**src/q8dp_pkg.sv**
```systemverilog
// ----------------------------------------------------------------------------
// q8dp_pkg
// types, constants and fp32 arithmetic for the q8 block dot product
// ----------------------------------------------------------------------------
package q8dp_pkg;

   localparam int LANES  = 4;
   localparam int LEVELS = (LANES > 1) ? $clog2(LANES) : 0;
   localparam logic [31:0] QNAN = 32'h7FC0_0000;

   typedef enum logic [1:0] {
      ST_IDLE,
      ST_RUN,
      ST_FIN
   } state_type;

   typedef logic [31:0] f32_type;

   function automatic int node_cnt(input int lvl);
      return (LANES + (1 << lvl) - 1) >> lvl;
   endfunction

   function automatic logic is_nan(input logic [31:0] v);
      return (v[30:23] == 8'hFF) && (v[22:0] != 23'd0);
   endfunction

   function automatic logic [31:0] half_to_f32(input logic [15:0] h);
      logic [31:0] r;
      logic [3:0]  p;
      logic [9:0]  m;
      logic [22:0] frac;
      begin
         r = 32'd0;
         p = 4'd0;
         m = h[9:0];
         frac = 23'd0;
         if (h[14:10] == 5'd0) begin
            if (m == 10'd0) begin
               r = {h[15], 31'd0};
            end else begin
               for (int i = 0; i < 10; i++) begin
                  if (m[i]) begin
                     p = 4'(i);
                  end
               end
               frac = 23'({13'd0, m} << (5'd23 - {1'b0, p}));
               r = {h[15], 8'(8'd103 + {4'd0, p}), frac};
            end
         end else if (h[14:10] == 5'h1F) begin
            r = {h[15], 8'hFF, m, 13'd0};
         end else begin
            r = {h[15], 8'({3'd0, h[14:10]} + 8'd112), m, 13'd0};
         end
         return r;
      end
   endfunction

   function automatic logic [31:0] i8_to_f32(input logic signed [7:0] q);
      logic [7:0]  mag;
      logic [2:0]  p;
      logic [22:0] frac;
      logic [31:0] r;
      begin
         mag = q[7] ? 8'(-q) : 8'(q);
         p = 3'd0;
         r = 32'd0;
         for (int i = 0; i < 8; i++) begin
            if (mag[i]) begin
               p = 3'(i);
            end
         end
         frac = 23'({15'd0, mag} << (5'd23 - {2'b0, p}));
         if (mag != 8'd0) begin
            r = {q[7], 8'(8'd127 + {5'd0, p}), frac};
         end
         return r;
      end
   endfunction

   function automatic logic [31:0] f_mul(input logic [31:0] a, input logic [31:0] b);
      logic               s;
      logic               a_nan, b_nan, a_inf, b_inf, a_zero, b_zero;
      logic [7:0]         ea, eb;
      logic [23:0]        ma, mb;
      logic [47:0]        prod, nrm, shd;
      logic [5:0]         lz;
      logic               found;
      logic signed [10:0] e;
      logic signed [10:0] shs;
      logic [5:0]         sh;
      logic [9:0]         ebase;
      logic               g, stk, rnd;
      logic [33:0]        pk;
      logic [31:0]        r;
      begin
         s = a[31] ^ b[31];
         a_nan = is_nan(a);
         b_nan = is_nan(b);
         a_inf = (a[30:0] == 31'h7F80_0000);
         b_inf = (b[30:0] == 31'h7F80_0000);
         a_zero = (a[30:0] == 31'd0);
         b_zero = (b[30:0] == 31'd0);
         ea = (a[30:23] == 8'd0) ? 8'd1 : a[30:23];
         eb = (b[30:23] == 8'd0) ? 8'd1 : b[30:23];
         ma = {a[30:23] != 8'd0, a[22:0]};
         mb = {b[30:23] != 8'd0, b[22:0]};
         prod = ma * mb;
         lz = 6'd0;
         found = 1'b0;
         for (int i = 47; i >= 0; i--) begin
            if (!found && prod[i]) begin
               lz = 6'(47 - i);
               found = 1'b1;
            end
         end
         nrm = prod << lz;
         e = 11'(signed'({3'd0, ea})) + 11'(signed'({3'd0, eb})) - 11'sd126
             - 11'(signed'({5'd0, lz}));
         if (e < 11'sd1) begin
            shs = 11'sd1 - e;
            sh = (shs > 11'sd50) ? 6'd50 : shs[5:0];
            ebase = 10'd1;
         end else begin
            shs = 11'sd0;
            sh = 6'd0;
            ebase = e[9:0];
         end
         shd = nrm >> sh;
         stk = |(nrm & ~({48{1'b1}} << sh));
         g = shd[23];
         stk = stk | (|shd[22:0]);
         rnd = g & (stk | shd[24]);
         pk = ((34'(ebase) - 34'd1) << 23) + 34'(shd[47:24]) + 34'(rnd);
         if (a_nan || b_nan || (a_inf && b_zero) || (b_inf && a_zero)) begin
            r = QNAN;
         end else if (a_inf || b_inf) begin
            r = {s, 31'h7F80_0000};
         end else if (a_zero || b_zero) begin
            r = {s, 31'd0};
         end else if (pk >= 34'h7F80_0000) begin
            r = {s, 31'h7F80_0000};
         end else begin
            r = {s, pk[30:0]};
         end
         return r;
      end
   endfunction

   function automatic logic [31:0] f_add(input logic [31:0] a, input logic [31:0] b);
      logic [31:0] x, y, r;
      logic        a_nan, b_nan, a_inf, b_inf;
      logic [7:0]  ex, ey, d;
      logic [26:0] mx, my, shf;
      logic        stk, g, rnd, found;
      logic [27:0] sm;
      logic [4:0]  lz;
      logic [9:0]  ebase;
      logic [23:0] mant;
      logic [33:0] pk;
      begin
         a_nan = is_nan(a);
         b_nan = is_nan(b);
         a_inf = (a[30:0] == 31'h7F80_0000);
         b_inf = (b[30:0] == 31'h7F80_0000);
         if (a[30:0] >= b[30:0]) begin
            x = a;
            y = b;
         end else begin
            x = b;
            y = a;
         end
         ex = (x[30:23] == 8'd0) ? 8'd1 : x[30:23];
         ey = (y[30:23] == 8'd0) ? 8'd1 : y[30:23];
         mx = {x[30:23] != 8'd0, x[22:0], 3'd0};
         my = {y[30:23] != 8'd0, y[22:0], 3'd0};
         d = ex - ey;
         if (d > 8'd27) begin
            shf = 27'd0;
            stk = |my;
         end else begin
            shf = my >> d;
            stk = |(my & ~({27{1'b1}} << d));
         end
         shf = shf | {26'd0, stk};
         if (x[31] ^ y[31]) begin
            sm = {1'b0, mx} - {1'b0, shf};
         end else begin
            sm = {1'b0, mx} + {1'b0, shf};
         end
         lz = 5'd0;
         found = 1'b0;
         if (sm[27]) begin
            sm = {1'b0, sm[27:2], sm[1] | sm[0]};
            ebase = 10'({2'd0, ex}) + 10'd1;
         end else begin
            for (int i = 26; i >= 0; i--) begin
               if (!found && sm[i]) begin
                  lz = 5'(26 - i);
                  found = 1'b1;
               end
            end
            if ({2'd0, ex} > {5'd0, lz}) begin
               sm = sm << lz;
               ebase = 10'({2'd0, ex}) - 10'({5'd0, lz});
            end else begin
               sm = sm << (ex - 8'd1);
               ebase = 10'd1;
            end
         end
         mant = sm[26:3];
         g = sm[2];
         rnd = g & (sm[1] | sm[0] | mant[0]);
         pk = ((34'(ebase) - 34'd1) << 23) + 34'(mant) + 34'(rnd);
         if (a_nan || b_nan || (a_inf && b_inf && (a[31] != b[31]))) begin
            r = QNAN;
         end else if (a_inf) begin
            r = a;
         end else if (b_inf) begin
            r = b;
         end else if ((a[30:0] == 31'd0) && (b[30:0] == 31'd0)) begin
            r = {a[31] & b[31], 31'd0};
         end else if (sm == 28'd0) begin
            r = 32'd0;
         end else if (pk >= 34'h7F80_0000) begin
            r = {x[31], 31'h7F80_0000};
         end else begin
            r = {x[31], pk[30:0]};
         end
         return r;
      end
   endfunction

endpackage

```
**src/q8dp_lane.sv**
```systemverilog
// ----------------------------------------------------------------------------
// q8dp_lane
// one lane: weight = scale * q, then product = weight * activation
// ----------------------------------------------------------------------------
module q8dp_lane
   import q8dp_pkg::*;
(
   input  logic              clock,
   input  logic              load,
   input  logic [31:0]       scale_f32,
   input  logic signed [7:0] quant,
   input  logic [31:0]       act,
   output logic [31:0]       prod
);

   logic [31:0] w_ff, w_in;
   logic [31:0] a_ff, a_in;
   logic [31:0] p_ff, p_in;

   always_comb begin
      w_in = load ? f_mul(scale_f32, i8_to_f32(quant)) : w_ff;
      a_in = load ? act : a_ff;
      p_in = f_mul(w_ff, a_ff);
   end

   always_ff @(posedge clock) begin
      w_ff <= w_in;
      a_ff <= a_in;
      p_ff <= p_in;
   end

   assign prod = p_ff;

endmodule

```
**config.mk**
```make
export PLATFORM = sky130hd
export DESIGN_NAME = q8dp_lane
export DESIGN_NICKNAME = d
export VERILOG_FILES = /design/src/q8dp_pkg.sv /design/src/q8dp_lane.sv
export SDC_FILE = /design/constraint.sdc
export NUM_CORES = 2
export LEC_CHECK = 0
export BUFFER_PORTS_ARGS = -buffer_cell sky130_fd_sc_hd__buf_4
export CORE_ASPECT_RATIO = 1.25
export CORE_MARGIN = 3
export CORE_UTILIZATION = 65
export CTS_CLUSTER_DIAMETER = 80
export DETAILED_ROUTE_END_ITERATION = 8
export PLACE_DENSITY = 0.82
export SKIP_LAST_GASP = 1
export SLEW_MARGIN = 10
export SYNTH_ARGS = -nofsm -noshare
export SYNTH_HDL_FRONTEND = slang
export SYNTH_SLANG_ARGS = --single-unit
export TNS_END_PERCENT = 10
```
**constraint.sdc**
```tcl
create_clock -name clock -period 48.4 [get_ports clock]
set_input_delay 2.42 -clock clock [delete_from_list [all_inputs] [get_ports clock]]
set_output_delay 2.42 -clock clock [all_outputs]
set_load 0.05 [all_outputs]
```
Word-level counts from Yosys, hierarchy flattened
Cells that the tools add are included.

Input bits: 74. Word-level logic and storage cells: 503. Output and inout port bits: 32. Register bits: 96.

Muxes and demuxes: 213. Order comparisons: 6. Multiply operators: 2. Reduce and logical (&&, ||, !) cells: 231. Equal/unequal tests: 8. Shift-type cells: 7. $add $sub $neg: 17. Bitwise operators: 12.

Operators by type and width (count): $mux W6 (96); $eq A31 B31 Y1 const B (4); $logic_not A31 Y1 (4); $mux W31 (4); $logic_and A1 B1 Y1 (102); $mux W1 (97); $and A48 B48 Y48 (2); $mul A24 B24 Y48 (2); $not A48 Y48 (2); $reduce_or A48 Y1 (2); $shl A48 B6 Y48 (2); $shl A48 B6 Y48 const A (2); $shr A48 B6 Y48 (2); $logic_not A1 Y1 (94); $reduce_bool A23 Y1 (4); $add A34 B1 Y34 (2); $add A34 B24 Y34 (2); $ge A34 B31 Y1 const B (2); $mux W23 (2); $reduce_or A23 Y1 (2); $mux W8 (5); $reduce_bool A8 Y1 (5); $eq A8 B8 Y1 const B (4); $logic_not A8 Y1 (4); 21 further kinds (49).

Longest topological paths before layout
Depth after elaboration: 173. Depth in mapped cells: 73.

Least setup slack after synthesis
OpenSTA, ideal clock, no wires.

Path kind: in2reg. Start point: input port quant[3]. End point: register w_ff[13], data pin. Data arrival time: 17355 ps. Slack: 30775 ps. Library setup time: 270 ps. Stages on the path: 66. Data required time: 48130 ps. Path through: or3_1 nor2_1 a21boi_0 xor2_1 a21oi_1 nor2_1 mux2i_1 nor3_1 a21oi_1 clkbuf_1 nor2b_1 fa_1 inv_1 fa_1 inv_1 fa_1 inv_1 fa_1 [... 30 more ...] inv_1 o21ai_1 nor2_1 nand2_1 o221ai_1 nor4_1 nor2_1 o32a_1 ha_1 o311a_1 nor3b_2 a31oi_1 xor2_1 or3b_1 and4b_1 or3_1 buf_2 nor3_1.

Cells in the longest elaborated chain, start to end: 168.

RTL lines: start: declaration (RTL line q8dp_lane.sv:11) `input logic signed [7:0] quant,`; $neg A8 Y8 (RTL line q8dp_pkg.sv:64) `mag = q[7] ? 8'(-q) : 8'(q);`; $mux W8 * (RTL line q8dp_pkg.sv:64); $mux W2 (RTL line q8dp_pkg.sv:68) `if (mag[i]) begin`; $mux W3 (4 in a row) (RTL line q8dp_pkg.sv:68); $sub A5 B3 Y5 / $add A7 B3 Y8 (equally long branches) (RTL line q8dp_pkg.sv:72, q8dp_pkg.sv:74); $shl A8 B5 Y23 / $mux W32 (equally long branches) (RTL line q8dp_pkg.sv:72, q8dp_pkg.sv:73); $mux W32 * (RTL line q8dp_pkg.sv:73) `if (mag != 8'd0) begin`; branches (longest 158 deep; another with $mul A24 B24 Y48); end signal: assignment (RTL line q8dp_lane.sv:27) `w_ff <= w_in;`; end: declaration (RTL line q8dp_lane.sv:16) `logic [31:0] w_ff, w_in;`.

Every way passes the cells marked *. A chain may end at the register's enable or synchronous reset.

Worst setup path in the final report
Start point: input port quant[3]. End point: register w_ff[5], data pin.

Same word-level chain as after synthesis.

==> results.cfg <==
[sta]
finClkSkew_ns = 0.0271
hold_viol = 0
rsz0062_at_grt = no
setup-tns-final_ns = 0
max_freq_ghz = 0.0490
max_slew_margin_pct = 11.5
setup_viol = 0
period_minus_slack_ns = 20.40
holdWs_ns = 0.597
worstMarginPinSlew_ns = 1.33
fin_crit_sh_pct = 42.1
drv_slew = 0

[job]
max_cap_violations = 0

[layout]
stdcell_area_um2 = 50000
drive_gt1_share_pct = 6.67
final_core_util_pct = 68.0
nets = 7222
syn_to_final_growth_pct = 3.42

[route]
via_per_inst = 6.88
vias = 49015
routedWlPerCell_um = 24.0
drt_first_pass_iters = 8
drt_iter0_drc = 5516
antenna_left = 0
drcViolationCount = 0
finalWirelength_um = 171000

[logic_synthesis]
synth-seq-area-share_pct = 5.30
ys_ff_latch = 96
synth_edf_count = 64
ys.flop_type = edfxtp_1
syn_area_um2 = 48300
synthArstFlopShare_pct = 0
syn_avg_cell_area_um2 = 7.68
synth_cell_types = 128
synth_warnings = 0
syn_inst = 6293

[die]
core-area_um2 = 73500
initial_utilization_pct = 65.8
num_rows = 111
fp.dieArea_um2 = 77700
die_w_um = 250
ios = 106
die_h_um = 311

[place]
placed_area_um2 = 49700
gp_congestion = 1.07
dp_hpwl_um = 134000
numPortBuffers = 105

[clocking]
cts_sinks = 96
clockBufferDepth = 2
post-cts-setup-buffers = 0
root_buffer = clkbuf_16
cts_resized = 0
cts_max_level = 3
cts_tree = built
cts_buffers = 9
cts.reportedPaths.clkPinSlew_ns = 0.08
clock_latency_ns = 0.43
cts_hold_buf = 0

[setup_path]
worst-path-max-fanout = 51
start_kind = input port
critPathRequiredTime_ns = 48.53
worst_setup_path_end_kind = flip-flop
critPathSlowestCell = a211oi_1
slowest_delay_ns = 0.72
critical_path_class = input port to flip-flop
cp.arrival_ns = 20.53

[grt]
grt_max_degree = 68
gr-usage-all-layers_pct = 43.2
grt_pass1_wl_um = 268000
gr-total-overflow = 0
grt_pass1_vias = 49712
antenna_found_initial = 3

[run_status]
status = finished, final reports clean

[hold_path]
hold_path_class = flip-flop to flip-flop
-- final timing paths --
check	startpoint	to	slack [ns]	cells after the start
max	quant[3]	w_ff[5]	28.00	66
min	w_ff[31]	prod[31]	0.60	2
max reg2reg	a_ff[13]	prod[0]	28.73	52
min reg2reg	w_ff[31]	prod[31]	0.60	2
-- placed cells by master, fill, tap and decap left out, types with 203 or more instances in the layout --
cell type / n
inv_1: 776
nand2_1: 773
fa_1: 619
ha_1: 374
and2_1: 370
nor2_1: 345
a21oi_1: 306
nand3_1: 292
o21ai_0: 247
buf_4: 203
-- cell type report --
class / instances / area (um2)
clock inverter: 7 / 81.3
multi-input combinational: 5061 / 41400
inverter: 784 / 2950
antenna: 2 / 5.00
tap: 960 / 1200
clock buffer: 9 / 225
sequential: 96 / 2560
timing repair buffer: 203 / 1520
fill: 6088 / 23500
-- sequential cells by signal, indices dropped and copies added (netlist names) --
register / count
a_ff: 32
prod: 32
w_ff: 32
-- per-layer routing --
metal,vias to the layer above,global-route usage [%],routed length [um]
met1,23275,49.5,59700
met5,-,0,33
met4,4,33.3,15800
met3,1087,7.99,15900
li1,21436,-,-
met2,3213,71.4,79400
-- synth_stat cells (27+ instances only) --
library cell  instances  share of area (%)
or3_1                29               0.38
nor2b_1              35               0.45
o21ai_0             248                2.6
o31ai_1              30               0.47
nor4_1               68               0.88
a31oi_1              67               0.87
inv_1               776                6.0
dfxtp_1              32                1.3
o21ai_1              27               0.28
and2_1              370                4.8
o21a_1               30               0.47
buf_2                47               0.49
nor3_1              144                1.5
o2111ai_1            36               0.65
a21o_1               69                1.1
ha_1                374                9.7
nor2_1              351                2.7
nand4_1              88                1.1
o211ai_1             88                1.4
a22oi_1              30               0.47
a211oi_1             61               0.95
nand3_1             292                3.0
edfxtp_1             64                4.0
or2_2                29               0.38
clkbuf_1            290                2.3
fa_1                619                 26
a21oi_1             309                3.2
o22ai_1              61               0.79
mux2i_1              82                1.7
nand2b_1             34               0.44
and3_1               57               0.74
nand2_1             773                6.0
xor2_1               70                1.3
xnor2_1             100                1.8
-- worst max-delay path, delay by kind of cell --
family / cells / cell delay (ns)
XOR/XNOR: 1 / 0.31
AND/OR/NAND/NOR: 20 / 4.65
AO/OA/AOI/OAI: 23 / 6.58
adder cells (fa/ha/maj): 11 / 4.18
buffers and inverters: 11 / 2.32
-- per-stage QoR --
step,instances,setup WS (ns)
floorplan,6315,30.77
global placement,7104,28.33
detailed placement,7104,27.86
CTS,7120,28.29
global route,7120,26.54
finish,7122,28.00
-- cells by family (layout without fill, tap and decap cells) --
logic type	count (synthesis)	in the layout	share of synthesized area [%]
buf+inv	1158	1003	9.33
xor+xnor	171	171	3.13
other cells	1	25	0.00776
flops	96	96	5.30
compound gates	1391	1391	19.9
simple gates	2371	2371	24.4
fa+ha+maj	994	994	35.4
mux	111	111	2.59
Power is not shown: default switching activity piles up to over one toggle a cycle in this logic, so the estimate is an artifact.
